==> src/hdl/ifp_pkg.sv <==
`default_nettype none

package ifp_pkg;

    localparam int PAYLOAD_BYTES = 20;
    localparam int IDX_W         = $clog2(PAYLOAD_BYTES);
    localparam int OUT_WORDS     = PAYLOAD_BYTES / 2;
    localparam int WORD_W        = 16;
    localparam int RES_W         = (OUT_WORDS + 1) * WORD_W;

    localparam logic [7:0] HDR_FIRST  = 8'h7F;
    localparam logic [7:0] HDR_SECOND = 8'h80;

    localparam logic [IDX_W-1:0] LAST_IDX = IDX_W'(PAYLOAD_BYTES - 1);

    typedef enum logic [1:0] {
        PH_HUNT = 2'd0,
        PH_HDR2 = 2'd1,
        PH_DATA = 2'd2,
        PH_CSUM = 2'd3
    } phase_t;

    typedef struct packed {
        logic             valid;
        logic [RES_W-1:0] data;
    } res_t;

endpackage

`default_nettype wire

==> src/hdl/imu_frame_parser.sv <==
// Latency: a result shows on m_tvalid the cycle after its checksum byte is accepted.
// Throughput: one byte per cycle; the only stall is a checksum byte arriving while
//   the previous result is still held in the result register.
// Reset (aresetn low, synchronous): parser back to header hunt, sum, index and
//   good-frame count cleared, result register emptied; payload bytes are not cleared.
`default_nettype none

module imu_frame_parser
    import ifp_pkg::*;
(
    input  wire logic             aclk,
    input  wire logic             aresetn,
    input  wire logic             s_tvalid,
    output logic                  s_tready,
    input  wire logic [7:0]       s_tdata,   // [7:0] rx_byte
    output logic                  m_tvalid,
    input  wire logic             m_tready,
    // [15:0] accel_x, [31:16] accel_y, [47:32] accel_z, [63:48] rate_x,
    // [79:64] rate_y, [95:80] rate_z, [111:96] roll_raw, [127:112] pitch_raw,
    // [143:128] heading_raw, [159:144] temperature_raw, [175:160] good_frames
    output logic [RES_W-1:0]      m_tdata
);

    res_t res;
    logic res_full;

    ifp_collector u_collector (
        .aclk     (aclk),
        .aresetn  (aresetn),
        .in_valid (s_tvalid),
        .in_ready (s_tready),
        .in_byte  (s_tdata),
        .res_full (res_full),
        .res      (res)
    );

    ifp_out_reg u_out_reg (
        .aclk     (aclk),
        .aresetn  (aresetn),
        .res      (res),
        .full     (res_full),
        .m_tvalid (m_tvalid),
        .m_tready (m_tready),
        .m_tdata  (m_tdata)
    );

endmodule

`default_nettype wire

==> src/hdl/ifp_collector.sv <==
`default_nettype none

module ifp_collector
    import ifp_pkg::*;
(
    input  wire logic       aclk,
    input  wire logic       aresetn,
    input  wire logic       in_valid,
    output logic            in_ready,
    input  wire logic [7:0] in_byte,
    input  wire logic       res_full,
    output res_t            res
);

    phase_t             phase_reg, phase_next;
    logic [IDX_W-1:0]   idx_reg, idx_next;
    logic [7:0]         sum_reg, sum_next;
    logic [WORD_W-1:0]  count_reg, count_next;
    logic [7:0]         store_reg [PAYLOAD_BYTES];

    logic accept;
    logic store_en;
    logic frame_start;
    logic emit;

    // hold off a checksum request only while the previous result is untaken
    assign in_ready = !(phase_reg == PH_CSUM && res_full);
    assign accept   = in_valid && in_ready;

    always_comb begin
        phase_next = phase_reg;
        case (phase_reg)
            PH_HUNT: begin
                if (accept && in_byte == HDR_FIRST) phase_next = PH_HDR2;
            end
            PH_HDR2: begin
                if (accept) begin
                    if (in_byte == HDR_SECOND) phase_next = PH_DATA;
                    else if (in_byte != HDR_FIRST) phase_next = PH_HUNT;
                end
            end
            PH_DATA: begin
                if (accept && idx_reg == LAST_IDX) phase_next = PH_CSUM;
            end
            PH_CSUM: begin
                if (accept) phase_next = PH_HUNT;
            end
            default: phase_next = PH_HUNT;
        endcase
    end

    always_comb begin
        store_en    = 1'b0;
        frame_start = 1'b0;
        emit        = 1'b0;
        case (phase_reg)
            PH_HDR2: frame_start = accept && in_byte == HDR_SECOND;
            PH_DATA: store_en    = accept;
            PH_CSUM: emit        = accept && in_byte == ~sum_reg;
            default: begin
                store_en = 1'b0;
            end
        endcase
    end

    always_comb begin
        idx_next   = idx_reg;
        sum_next   = sum_reg;
        count_next = count_reg;
        if (frame_start) begin
            idx_next = '0;
            sum_next = '0;
        end
        if (store_en) begin
            idx_next = idx_reg + IDX_W'(1);
            sum_next = sum_reg + in_byte;
        end
        if (accept && phase_reg == PH_CSUM) idx_next = '0;
        if (emit) count_next = count_reg + WORD_W'(1);
    end

    always_ff @(posedge aclk) begin
        if (!aresetn) begin
            phase_reg <= PH_HUNT;
            idx_reg   <= '0;
            sum_reg   <= '0;
            count_reg <= '0;
        end else begin
            phase_reg <= phase_next;
            idx_reg   <= idx_next;
            sum_reg   <= sum_next;
            count_reg <= count_next;
        end
    end

    always_ff @(posedge aclk) begin
        if (store_en) store_reg[idx_reg] <= in_byte;
    end

    // pack little-endian words, frame count on top
    always_comb begin
        res.valid = emit;
        res.data  = '0;
        for (int k = 0; k < OUT_WORDS; k++) begin
            res.data[k*WORD_W +: WORD_W] = {store_reg[2*k+1], store_reg[2*k]};
        end
        res.data[OUT_WORDS*WORD_W +: WORD_W] = count_next;
    end

    a_idx_in_range: assert property (@(posedge aclk) disable iff (!aresetn)
        phase_reg == PH_DATA |-> idx_reg <= LAST_IDX)
        else $error("payload index out of range");

    a_last_to_csum: assert property (@(posedge aclk) disable iff (!aresetn)
        (accept && phase_reg == PH_DATA && idx_reg == LAST_IDX) |=> phase_reg == PH_CSUM)
        else $error("missed checksum phase after last payload byte");

    a_emit_counts: assert property (@(posedge aclk) disable iff (!aresetn)
        emit |=> (count_reg == WORD_W'($past(count_reg) + WORD_W'(1))) && phase_reg == PH_HUNT)
        else $error("good frame not counted");

    a_no_emit_full: assert property (@(posedge aclk) disable iff (!aresetn)
        emit |-> !res_full)
        else $error("result produced while result register full");

endmodule

`default_nettype wire

==> src/hdl/ifp_out_reg.sv <==
`default_nettype none

module ifp_out_reg
    import ifp_pkg::*;
(
    input  wire logic             aclk,
    input  wire logic             aresetn,
    input  wire res_t             res,
    output logic                  full,
    output logic                  m_tvalid,
    input  wire logic             m_tready,
    output logic [RES_W-1:0]      m_tdata
);

    logic             valid_reg, valid_next;
    logic [RES_W-1:0] data_reg;

    always_comb begin
        valid_next = valid_reg && !m_tready;
        if (res.valid) valid_next = 1'b1;
    end

    always_ff @(posedge aclk) begin
        if (!aresetn) begin
            valid_reg <= 1'b0;
        end else begin
            valid_reg <= valid_next;
        end
    end

    always_ff @(posedge aclk) begin
        if (res.valid) data_reg <= res.data;
    end

    assign full     = valid_reg;
    assign m_tvalid = valid_reg;
    assign m_tdata  = data_reg;

endmodule

`default_nettype wire

==> config.mk <==
export PLATFORM = sky130hd
export DESIGN_NAME = imu_frame_parser
export DESIGN_NICKNAME = d
export VERILOG_FILES = /design/src/hdl/ifp_pkg.sv /design/src/hdl/imu_frame_parser.sv /design/src/hdl/ifp_collector.sv /design/src/hdl/ifp_out_reg.sv
export SDC_FILE = /design/constraint.sdc
export NUM_CORES = 1
export LEC_CHECK = 0
export BUFFER_PORTS_ARGS = -buffer_cell sky130_fd_sc_hd__buf_2
export CORE_MARGIN = 2
export CORE_UTILIZATION = 40
export DETAILED_ROUTE_END_ITERATION = 10
export PLACE_DENSITY = 0.65
export SYNTH_ARGS = -nofsm -noshare
export SYNTH_HDL_FRONTEND = slang
export SYNTH_SLANG_ARGS = --single-unit
==> constraint.sdc <==
create_clock -name aclk -period 22.5 [get_ports aclk]
set_input_delay 2.25 -clock aclk [delete_from_list [all_inputs] [get_ports aclk]]
set_output_delay 2.25 -clock aclk [all_outputs]
set_load 0.02 [all_outputs]
==> impl_metrics.yaml <==
logic_synthesis:
  synth_area_leaders: "edfxtp_1, dfxtp_1, ha_1"
  synth_top_cell_by_area: "edfxtp_1"
  yosysTopAreaCellShare_pct: 82.82
  synth_cell_type_count: 48
  ys_warn_count: 0
  netlist_top_cells_count: "edfxtp_1, dfxtp_1, nand2_1"
  syn_nets: 617
  synth_compound_area_share_pct: 1.869
  syn_avg_cell_area_um2: 20.58
  synth_xor_area_share_pct: 1.582
  synthCells: 592
  post-synth-top-count-cell: "edfxtp_1"
  synth_seq_area_share_pct: 88.08
  synth_edf_count: 336
  synth-async-reset-ratio_pct: 0
  yosys.area_share.simple_pct: 5.751
  synth-adder-area-share_pct: 1.397
  synth_top_family_by_area: "simple AND/OR/NAND/NOR gates"
  yosys_register_bits: 368
  muxShareOfSynthArea_pct: 0.7497
  synthFlopType: "edfxtp_1"
  syn_area_um2: 12180
routing:
  vias_per_cell: 4.800
  num_vias: 5914
  drc: 0
  wl_per_cell_um: 19.08
  drtPass1Iterations: 5
  wl_um: 23500
  drt_iter0_markers: 562
  ant_nets: 0
global_route:
  antenna_found_initial: 0
  grt_start_max_net_pins: 79
  gr-total-overflow: 0
  track_usage_pct: 14.61
  first_global_vias: 5676
  grt_pass1_wl_um: 34230
job:
  cap_violations: 0
setup_path:
  worstPathCellList: "buf_2 > ha_1 > and4_1 > and4_4 > buf_4 > mux2_2 > and2_1"
  crit_path_start_kind: "primary input"
  crit_slowest_cell: "buf_4"
  max_stage_delay_ns: 0.82
  path_class: "primary input to flop"
  crit_path_end_kind: "flop"
  worstPathArrival_ns: 5.33
  worstPathRequired_ns: 22.90
  worstPathMaxFanout: 78
power_and_ir_drop:
  p_seq_share_pct: 55.1
  combinationalPowerShare_pct: 0.9
  p_sw_share_pct: 18.40
  p_int_mw: 1.095
  peakVddDrop_mv: 0.05086
  pwr-share-clk_pct: 44.0
  leakage_nw: 5.234
  powerDensity_nw_per_um2: 90.80
  netSwitchingPower_mw: 0.2469
placed_design:
  place_hpwl_um: 14750
  placed_cell_area_um2: 13600
  gp_congestion: 0.7730
  portBuffers: 189
timing:
  setup_tns_ns: 0
  hold_viol_final: 0
  finalCritPeriodShare_pct: 21.93
  fmax_ghz: 0.2026
  worst_pin_slew_ns: 1.004
  grt_setup_unrepaired: "false"
  setup_viol: 0
  skew_ns: 0.01365
  hold_slack_ns: 0.4124
  min_period_ns: 4.935
  max_slew_margin_pct: 33.05
  slew_violations: 0
floorplan:
  dieArea_um2: 31870
  initial_core_util_pct: 40.89
  io_pins: 190
  die_x_um: 178.5
  core_um2: 29800
  die_y_um: 178.5
  rows: 63
cts:
  tritoncts: "built"
  cts_buffer_depth: 3
  numCtsBuffers: 38
  clkSlewWorstSetupHoldPaths_ns: 0.06
  cts_hold_buffers: 0
  clkSinkCount: 368
  clockRootBuffer: "clkbuf_16"
  clock_latency_ns: 0.51
  post_cts_buffers: 0
  ctsResizeCount: 0
  h-tree-depth: 2
layout:
  design_area_um2: 14780
  fillers: 2482
  register_area_um2: 10730
  area_growth_pct: 21.32
  diodes: 0
  final_nets: 838
  layout-drive-gt1-share_pct: 29.81
  multi_input_area_um2: 1390
min_path:
  hp-class: "flop to flop"
run_status:
  status: "finished, final reports clean"
metrics by stage:
step / power, mW / setup WS (ns) / cells / utilization [%]
finish: 1.342 / 17.56 / 1232 / 49.61
global route: 1.387 / 17.34 / 1232 / 49.61
CTS: 1.356 / 17.46 / 1232 / 49.61
detailed placement: 0.7664 / 16.94 / 1163 / 45.63
global placement: 0.7657 / 17.01 / 1163 / 45.63
floorplan: 0.7576 / 13.57 / 592 / -
layout by cell type, fill, tap and decap left out, drive strengths merged, types with 2 or more instances in the layout:
| cell type | n |
|---|---|
| edfxtp | 336 |
| buf | 192 |
| clkbuf | 51 |
| dfxtp | 32 |
| nand2 | 31 |
| nor2 | 25 |
| nand3 | 15 |
| and2 | 15 |
| clkinv | 13 |
| xnor2 | 12 |
| ha | 12 |
| xor2 | 10 |
| nand2b | 10 |
| mux2i | 8 |
| nor3 | 8 |
| a21oi | 7 |
| nand4 | 6 |
| a21boi | 6 |
| inv | 6 |
| o21ai | 6 |
| or2 | 3 |
| a32o | 3 |
| bufinv | 3 |
| and4 | 3 |
| or3 | 2 |
| and2b | 2 |
| a211oi | 2 |
| o21bai | 2 |
| nor3b | 2 |
| nor4 | 2 |
| nand3b | 2 |
worst paths after layout:
kind / startpoint / end / slack [ns] / cells past startpoint
worst min register to register: u_collector.store_reg[6][3] / m_tdata[51] / 0.41 / 0
worst min-delay path: u_collector.store_reg[6][3] / m_tdata[51] / 0.41 / 0
worst max-delay path: s_tdata[5] / u_collector.count_reg[1] / 17.56 / 7
worst max register to register: u_collector.sum_reg[4] / u_collector.count_reg[1] / 19.43 / 6
area by class of cell:
class	instances	share of cell area [%]
inverters	5	0.1270
well taps	390	3.301
flip-flops and latches	368	72.60
clock buffers	51	6.908
multi-input cells	208	9.405
repair buffers	192	6.552
clock inverters	18	1.109
per-layer routing:
layer | share of wire, % | wire length (um) | GRT usage (%) | up-vias
li1 | - | - | - | 2726
met1 | 44 | 10420 | 20.38 | 2952
met2 | 48 | 11240 | 23.52 | 198
met3 | 6.1 | 1444 | 3.069 | 38
met4 | 1.7 | 394 | 3.726 | 0
met5 | 0 | 0 | 0 | -
power by group through the flow:
| stage | logic (mW) | registers (mW) | clock network [mW] |
|---|---|---|---|
| after floorplan | 0.00347 | 0.754 | 0 |
| after global placement | 0.0116 | 0.754 | 0 |
| after detailed placement | 0.0123 | 0.754 | 0 |
| after CTS | 0.0124 | 0.740 | 0.604 |
| after global routing | 0.0133 | 0.739 | 0.635 |
| final | 0.0119 | 0.740 | 0.591 |
logic make-up (layout without fill, tap and decap cells):
family	after synthesis	in the layout
DFF	368	368
and+or+nand+nor	131	131
AOI/OAI and AO/OA	33	33
xor gates and xnor gates	22	22
buffers and inverters	16	266
adders and majority gates	13	13
muxes	9	9
critical path, delay by kind of cell:
kind	cells	cell delay, ns
buf+inv	2	1.32
simple gates	3	0.97
mux	1	0.43
fa+ha+maj	1	0.30
Note: power is estimated with default switching activity, not from simulation.
